$ cat src/rtl/particle_pool_update_macros.svh
// Assertion macros for the particle pool RTL.
// Depends on nothing; included by particle_pool_update, which carries assertions.
`ifndef PARTICLE_POOL_UPDATE_MACROS_SVH
`define PARTICLE_POOL_UPDATE_MACROS_SVH
// Implication checked on every rising clock edge outside reset.
`define PPU_ASSERT_IMP(lbl, ante, cons) \
	lbl: assert property (@(posedge clk) disable iff (!arst_n) (ante) |-> (cons)) \
		else $error("assertion failed");
// Next-cycle implication checked outside reset.
`define PPU_ASSERT_NEXT(lbl, ante, cons) \
	lbl: assert property (@(posedge clk) disable iff (!arst_n) (ante) |=> (cons)) \
		else $error("assertion failed");
`endif

$ cat src/rtl/ppu_ram.sv
// Generic single-port-write, one-read-port RAM with registered read data.
// Depends on nothing.
module ppu_ram #(
	parameter int Width = 8,
	parameter int Depth = 16
) (
	input  logic                     clk,
	input  logic                     we,
	input  logic [$clog2(Depth)-1:0] waddr,
	input  logic [Width-1:0]         wdata,
	input  logic [$clog2(Depth)-1:0] raddr,
	output logic [Width-1:0]         rdata
);
	logic [Width-1:0] mem [Depth];

	always_ff @(posedge clk) begin
		if (we) mem[waddr] <= wdata;
		rdata <= mem[raddr];
	end
endmodule

$ cat config.mk
export PLATFORM = sky130hd
export DESIGN_NAME = ppu_ram
export DESIGN_NICKNAME = d
export VERILOG_FILES = /design/src/rtl/particle_pool_update_macros.svh /design/src/rtl/ppu_ram.sv
export SDC_FILE = /design/constraint.sdc
export NUM_CORES = 1
export LEC_CHECK = 0
export BUFFER_PORTS_ARGS = -buffer_cell sky130_fd_sc_hd__buf_2
export CAP_MARGIN = 40
export CORE_MARGIN = 2
export CORE_UTILIZATION = 52
export CTS_BUF_LIST = sky130_fd_sc_hd__clkbuf_4 sky130_fd_sc_hd__clkbuf_8 sky130_fd_sc_hd__clkbuf_16
export DETAILED_ROUTE_END_ITERATION = 10
export PLACE_DENSITY = 0.69
export SYNTH_ARGS = -nofsm -noshare
export SYNTH_HDL_FRONTEND = slang
export SYNTH_SLANG_ARGS = --single-unit
$ cat constraint.sdc
create_clock -name clk -period 3.02 [get_ports clk]
set_input_delay 0.755 -clock clk [delete_from_list [all_inputs] [get_ports clk]]
set_output_delay 0.755 -clock clk [all_outputs]
set_load 0.005 [all_outputs]
; ---- Word-level counts from Yosys, hierarchy flattened
; Memory sizes are Yosys's and may differ from the RTL's. A register that Yosys moved wholly into a read port is not among the register bits.
; Cells that the tools add are included.
[word_totals]
regBits = 0
ram_bits = 128
input_bits = 18
output_inout_bits = 8
elab_cells = 3
memories = 1
[op_classes]
n_mux = 2
[memory_table]
columns = name, depth, word_bits, rd, rd_clocked_by_memory_dff, write_ports, line
row1 = mem, 16, 8, 1, 1, 1, ppu_ram.sv:14  ; logic [Width-1:0] mem [Depth];
[op_table]
columns = cell, count
row1 = 1-bit 2-to-1 mux, 2

; ---- Logic depth before layout (Yosys ltp)
; Gate-level depths: netlist of run 1.
[depth]
word_depth = 2
depth_mapped = 5
mapped_depth_nobuf = 3

; ---- Worst setup path after synthesis of run 1
; No wires, ideal clock.
[synth_timing]
kind = input to register
startpoint = input waddr[2]
endpoint = memory mem[0][0] (enable)
setup_ns = 0.383
arrival_time_ns = 1.865
path_slack_ns = 0.772
cell_stages = 2
path_buffers = 0
path_cell_list = or3b_2 > nor3_1
[synth_lines]
columns = element, line
row1 = from (decl), ppu_ram.sv:9  ; input logic [$clog2(Depth)-1:0] waddr,
row2 = to (decl), ppu_ram.sv:14
; No word-level cell before the write port.

; ---- Worst setup path in the final report of run 1
[layout_timing]
startpoint = input waddr[2]
endpoint = memory mem[2][0] (enable)
; No word-level cell before the write port.

==> results of run 1 <==
-- worst max path at each step --
stage	from	to	slack (ns)
global placement	waddr[2]	mem[2][7]	0.68
global route	waddr[2]	mem[3][2]	1.12
finish	waddr[2]	mem[2][0]	1.19
CTS	waddr[2]	mem[2][3]	1.17
floorplan	waddr[2]	mem[0][0]	0.77
detailed placement	waddr[2]	mem[2][7]	0.62
-- per-stage QoR --
stage               hold slack [ns]  worst slack, ns
floorplan                     0.629            0.772
global placement              0.644            0.680
detailed placement            0.656            0.624
CTS                           0.609             1.17
global route                  0.629             1.12
finish                        0.628             1.19
-- flip-flops by register name, summed over array words and instances (netlist names) --
name	count
mem	128
rdata	8
-- synth_stat cells (all sizes together) --
| cell type | number |
|---|---|
| edfxtp | 128 |
| mux4 | 32 |
| a22oi | 16 |
| nor2 | 13 |
| nand2 | 9 |
| dfxtp | 8 |
| buf | 7 |
| nor3 | 4 |
| clkdlybuf4s25 | 3 |
| nand2b | 2 |
| nand3b | 2 |
| and2 | 1 |
| and2b | 1 |
| nand3 | 1 |
| nor2b | 1 |
| or3b | 1 |
-- worst max-delay path, cell delays in order --
cell and delay [ns]:
sky130_fd_sc_hd__buf_2 0.11, sky130_fd_sc_hd__or3b_2 0.50, sky130_fd_sc_hd__nor2_1 0.61
-- layer usage --
layer  global-route usage [%]  vias up  routed length (um)
met5                        0        -                   0
met1                     29.5     1191                3880
met2                     30.3      105                4680
met4                     8.20        0                 143
met3                     5.24       11                 848
li1                         -     1067                   -
-- area by class of cell --
class / instances / area [sq um] / share of cell area, %
repair buffers: 40 / 263 / 4.32
clock inverters: 15 / 184 / 3.02
well taps: 133 / 166 / 2.73
multi-input cells: 83 / 1060 / 17.4
clock buffers: 17 / 414 / 6.80
flip-flops and latches: 136 / 4000 / 65.8
-- where the power goes --
| group | switching, mW | leakage, nW | total, mW | internal (mW) |
|---|---|---|---|---|
| registers | 0.0112 | 1.22 | 2.12 | 2.11 |
| clock network | 0.722 | 0.288 | 2.05 | 1.32 |
| logic | 0.107 | 0.559 | 0.190 | 0.0830 |
-- kinds of logic after synthesis --
logic type,Yosys count,synth area share [%]
flops,136,77.8
buf+inv,10,1.68
mux,32,15.0
compound gates,16,2.33
simple gates,35,3.18
==> metrics.log, run 1 <==
INFO  metric run_status = finished clean
INFO  metric worst-r2r-cell-count = 3
INFO  metric finalCritPeriodShare = 60.7%
INFO  metric drtIter0Drc = 130
INFO  metric reg2reg_from = mem[1][0]
INFO  metric grt_setup_unrepaired = false
INFO  metric cts-hold-fix-buffers = 0
INFO  metric core_area = 0.00968 sq mm
INFO  metric finalWorstPathRequiredPeriod = 1.83 ns
INFO  metric grt_pass1_wl = 14700 um
INFO  metric layout_common_cells = sky130_fd_sc_hd__edfxtp_1, sky130_fd_sc_hd__buf_2, sky130_fd_sc_hd__mux4_2
INFO  metric h-tree-depth = 4
INFO  metric vias_per_cell = 5.60
INFO  metric num_antenna_cells = 0
INFO  metric die_height = 103 um
INFO  metric hold_start = wdata[5]
INFO  metric clk_root_buffer_cell = sky130_fd_sc_hd__clkbuf_8
INFO  metric grt_antenna_before_repair = 0
INFO  metric initial_utilization = 53.2%
INFO  metric detail_route.drc_violations = 0
INFO  metric power-per-cell-area = 716 mW/mm^2
INFO  metric irDropWorstVdd = 412 uV
INFO  metric power.static_leakage = 2.07 nW
INFO  metric synthesized_netlist_net_count = 247
INFO  metric place_congestion = 0.714
INFO  metric grt_start_max_net_pins = 33
INFO  metric synth_cells = 229
INFO  metric clock_latency = 0.52 ns
INFO  metric postCtsSetupRepairBufs = 0
INFO  metric number_of_global_route_vias_before_repair = 2441
INFO  metric fin_worst_skew = 0.00693 ns
INFO  metric relSlewSlack = 47.3%
INFO  metric cts-buffers-inserted = 17
INFO  metric track_usage = 20.4%
INFO  metric synthToLayoutAreaGrowth = 18.3%
INFO  metric post_synthesis_instance_area = 0.00515 sq mm
INFO  metric dp.cells = 392
INFO  metric synth.largest_area_cell = sky130_fd_sc_hd__edfxtp_1
INFO  metric finalPower = 4.36 mW
INFO  metric routed_wl = 9550 um
INFO  metric dpl-instance-area = 0.00549 sq mm
INFO  metric post-route-util = 62.9%
INFO  metric cts_num_sinks = 136
INFO  metric worst-endpoint-arrival = 1.98 ns
INFO  metric io_buffers = 25
INFO  metric final_cell_area = 0.00609 sq mm
INFO  metric hold_viol_final = 0
INFO  metric post_drt_wl_per_cell = 22.5 um
INFO  metric rrSetupSlack = 1.64 ns
INFO  metric grt_overflow = 0
INFO  metric area_of_the_die = 0.0107 sq mm
INFO  metric timing.final.max_slew_violations = 0
INFO  metric num_vias = 2374
INFO  metric yosys.area.top_type_share = 74.7%
INFO  metric die-width = 103 um
INFO  metric timing.rr.end = rdata[0]
INFO  metric hold_end = mem[8][5]
INFO  metric nFillCells = 647
INFO  metric cts_tree = done
INFO  metric ios = 26
INFO  metric layout.nets = 296
INFO  metric fin_setup_tns = 0 ns
INFO  metric yosysWarningCount = 0
INFO  metric setup-violations-final = 0
INFO  metric timing.fmax = 546 MHz
INFO  metric cp.required = 3.17 ns
INFO  metric final_common_cell = sky130_fd_sc_hd__edfxtp_1
INFO  metric synth.top_cells.by_area = sky130_fd_sc_hd__edfxtp_1, sky130_fd_sc_hd__mux4_2, sky130_fd_sc_hd__mux4_1
INFO  metric worst_pin_slew = 0.788 ns
INFO  metric number_of_max_capacitance_violations_reported = 0
INFO  metric holdPathStages = 1
INFO  metric worst_hold_path_type = input port to flip-flop
INFO  metric critical_path.endpoint_type = flip-flop
INFO  metric detailedRoute.firstPassIterationCount = 4
INFO  metric worst-path-max-fanout = 8
INFO  metric layout.cells.non_filler = 424
INFO  metric criticalPathCategory = input port to flip-flop
INFO  metric post-dp-hpwl = 5870 um
INFO  metric synth_seq_area_share = 77.8%
INFO  metric fraction_of_layout_instances_using_a_drive_strength_above_1 = 30.6%
INFO  metric postSynthAreaPerCell = 22.5 sq um
INFO  metric synth-seq-cells = 136
INFO  metric clk_pin_slew_worst_paths = 0.06 ns
INFO  metric cts_buffer_depth = 2
INFO  metric cts_resized = 0
INFO  metric synth.lib_cells_used.distinct = 19
INFO  metric critical_path.startpoint_type = input port
INFO  metric row_count = 36
INFO  metric ant_nets = 0
(Power assumes the default switching activity.)
==> inputs of run 2 (changes only) <==
- clock period: 3.02 -> 1.7 ns (I/O delays scaled with it)
==> metrics.log, run 2 (synthesis results as in run 1) <==
INFO  metric run_status = finished clean
INFO  metric biggestRegsByFlops = mem x128, rdata x8
INFO  metric vias_per_cell = 5.60 (about the same)
INFO  metric worst-r2r-cell-count = 3 (unchanged)
INFO  metric die-width = 103 um (unchanged)
INFO  metric detail_route.drc_violations = 0 (unchanged)
INFO  metric clock_latency = 0.51 ns (about the same)
INFO  metric clk_pin_slew_worst_paths = 0.06 ns (about the same)
INFO  metric flip_flop_count_of_the_largest_register_after_layout = 128 (unchanged)
INFO  metric detailedRoute.firstPassIterationCount = 4 (unchanged)
INFO  metric layout.cells.non_filler = 435 (+2.6%)
INFO  metric critical_path.startpoint_type = flip-flop
INFO  metric irDropWorstVdd = 688 uV (+67%)
INFO  metric worst-path-max-fanout = 1 (-7)
INFO  metric grt_overflow = 0 (unchanged)
INFO  metric worst_path_largest_cell_delay = 0.36 ns (-0.25 ns)
INFO  metric io_buffers = 25 (unchanged)
INFO  metric regMostFlops = mem
INFO  metric dpl-instance-area = 0.00558 sq mm (+1.6%)
INFO  metric crit_cells = 1 (-2)
INFO  metric synthToLayoutAreaGrowth = 19.1%
INFO  metric ant_nets = 0 (unchanged)
INFO  metric number_of_max_capacitance_violations_reported = 0 (unchanged)
INFO  metric cts-hold-fix-buffers = 0 (unchanged)
INFO  metric ios = 26 (unchanged)
INFO  metric cts_num_sinks = 136 (unchanged)
INFO  metric layout.nets = 307 (+3.7%)
INFO  metric initial_utilization = 53.2% (unchanged)
INFO  metric power.static_leakage = 2.12 nW (+2.3%)
INFO  metric fin_worst_skew = 0.0101 ns (+0.00314 ns)
INFO  metric worst_hold_path_type = input port to flip-flop
INFO  metric number_of_global_route_vias_before_repair = 2487 (+1.9%)
INFO  metric timing.fmax = 698 MHz
INFO  metric cts_buffer_depth = 2 (unchanged)
INFO  metric setup-violations-final = 0 (unchanged)
INFO  metric grt_start_max_net_pins = 25 (-24%)
INFO  metric final_common_cell = sky130_fd_sc_hd__edfxtp_1
INFO  metric worst_pin_slew = 0.747 ns (-0.0413 ns)
INFO  metric die_height = 103 um (unchanged)
INFO  metric relSlewSlack = 50.1% (+2.8 points)
INFO  metric place_congestion = 0.800 (+12%)
INFO  metric fraction_of_layout_instances_using_a_drive_strength_above_1 = 34.1% (+3.5 points)
INFO  metric area_of_the_die = 0.0107 sq mm (unchanged)
INFO  metric cp_cell_sequence = buf_2
INFO  metric criticalPathCategory = flip-flop to output pin
INFO  metric timing.final.max_slew_violations = 0 (unchanged)
INFO  metric cp.required = 1.27 ns (-1.90 ns)
INFO  metric post_drt_wl_per_cell = 21.7 um (-3.8%)
INFO  metric clk_root_buffer_cell = sky130_fd_sc_hd__clkbuf_8
INFO  metric cts_tree = done
INFO  metric cts_resized = 0 (unchanged)
INFO  metric final_cell_area = 0.00613 sq mm (+0.70%)
INFO  metric hold_viol_final = 0 (unchanged)
INFO  metric post-dp-hpwl = 6210 um (+5.7%)
INFO  metric holdPathStages = 1 (unchanged)
INFO  metric grt_antenna_before_repair = 0 (unchanged)
INFO  metric grt_pass1_wl = 14400 um (-1.4%)
INFO  metric h-tree-depth = 4 (unchanged)
INFO  metric drtIter0Drc = 181 (+39%)
INFO  metric postCtsSetupRepairBufs = 0 (unchanged)
INFO  metric fin_setup_tns = 0 ns (unchanged)
INFO  metric routed_wl = 9430 um (-1.3%)
INFO  metric num_vias = 2435 (+2.6%)
INFO  metric num_antenna_cells = 0 (unchanged)
INFO  metric core_area = 0.00968 sq mm (unchanged)
INFO  metric finalWorstPathRequiredPeriod = 1.43 ns
INFO  metric cp.buffers_inverters = 1 (unchanged)
INFO  metric critical_path.slowest_cell = sky130_fd_sc_hd__dfxtp_1
INFO  metric worst-endpoint-arrival = 1.01 ns (-0.97 ns)
INFO  metric layout_common_cells = sky130_fd_sc_hd__edfxtp_1, sky130_fd_sc_hd__buf_2, sky130_fd_sc_hd__buf_4
INFO  metric power-per-cell-area = 1210 mW/mm^2 (+69%)
INFO  metric cts-buffers-inserted = 17 (unchanged)
INFO  metric track_usage = 19.7% (-0.67 points)
INFO  metric row_count = 36 (unchanged)
INFO  metric finalCritPeriodShare = 84.3%
INFO  metric post-route-util = 63.3% (+0.44 points)
INFO  metric worst_path_dominant_cell_family = flip-flops
INFO  metric grt_setup_unrepaired = false
INFO  metric dp.cells = 403 (+2.8%)
INFO  metric critical_path.endpoint_type = output pin
==> run 2: cell types whose count changed in the layout (fill, tap and decap cells not counted) <==
| cell | previous run | this run |
|---|---|---|
| sky130_fd_sc_hd__buf_4 | 13 | 24 |
| sky130_fd_sc_hd__bufinv_16 | 4 | 1 |
| sky130_fd_sc_hd__clkbuf_4 | 0 | 3 |
| sky130_fd_sc_hd__clkbuf_8 | 1 | 4 |
| sky130_fd_sc_hd__clkinv_1 | 2 | 0 |
| sky130_fd_sc_hd__clkinv_2 | 5 | 6 |
| sky130_fd_sc_hd__clkinv_4 | 1 | 0 |
| sky130_fd_sc_hd__clkinvlp_4 | 3 | 2 |
| sky130_fd_sc_hd__nor3_1 | 4 | 3 |
| sky130_fd_sc_hd__nor3_2 | 0 | 1 |
==> run 2: path summary, 6_finish.rpt <==
check              endpoint        from  slack [ns]
setup / recovery   rdata[7]    rdata[7]        0.27
hold / removal    mem[2][5]    wdata[5]        0.29
setup reg to reg   rdata[6]   mem[3][6]        0.36
hold reg to reg    rdata[2]  mem[15][2]        0.67
==> run 2: routing by layer <==
metal | wire length (um) | part of all wire (%) | track usage (%)
met2 | 4780 | 51 | 31.4
met4 | 109 | 1.2 | 7.59
met1 | 3900 | 41 | 26.8
met3 | 636 | 6.7 | 4.84
met5 | 0 | 0 | 0
==> run 2: stage by stage <==
step	power, mW	hold slack (ns)	worst slack [ns]
5_1_grt	7.67	0.299	0.237
3_5_place_dp	4.19	0.671	-0.170
6_report	7.44	0.292	0.267
3_3_place_gp	4.18	0.651	-0.154
4_1_cts	7.49	0.278	0.248
2_1_floorplan	4.03	0.524	0.00885
==> run 2: report_power, final <==
part           switching (mW)  total (mW)  internal [mW]
combinational           0.193       0.351          0.158
sequential             0.0207        3.77           3.75
clock                    1.23        3.32           2.08
total                    1.45        7.44           5.99
==> run 2: area by class of cell <==
class | instances | area, sq um
clock buffers | 23 | 478
clock inverters | 9 | 75.1
fillers | 647 | 3550
multi-input cells | 83 | 1060
flip-flops and latches | 136 | 4000
well taps | 133 | 166
repair buffers | 51 | 345
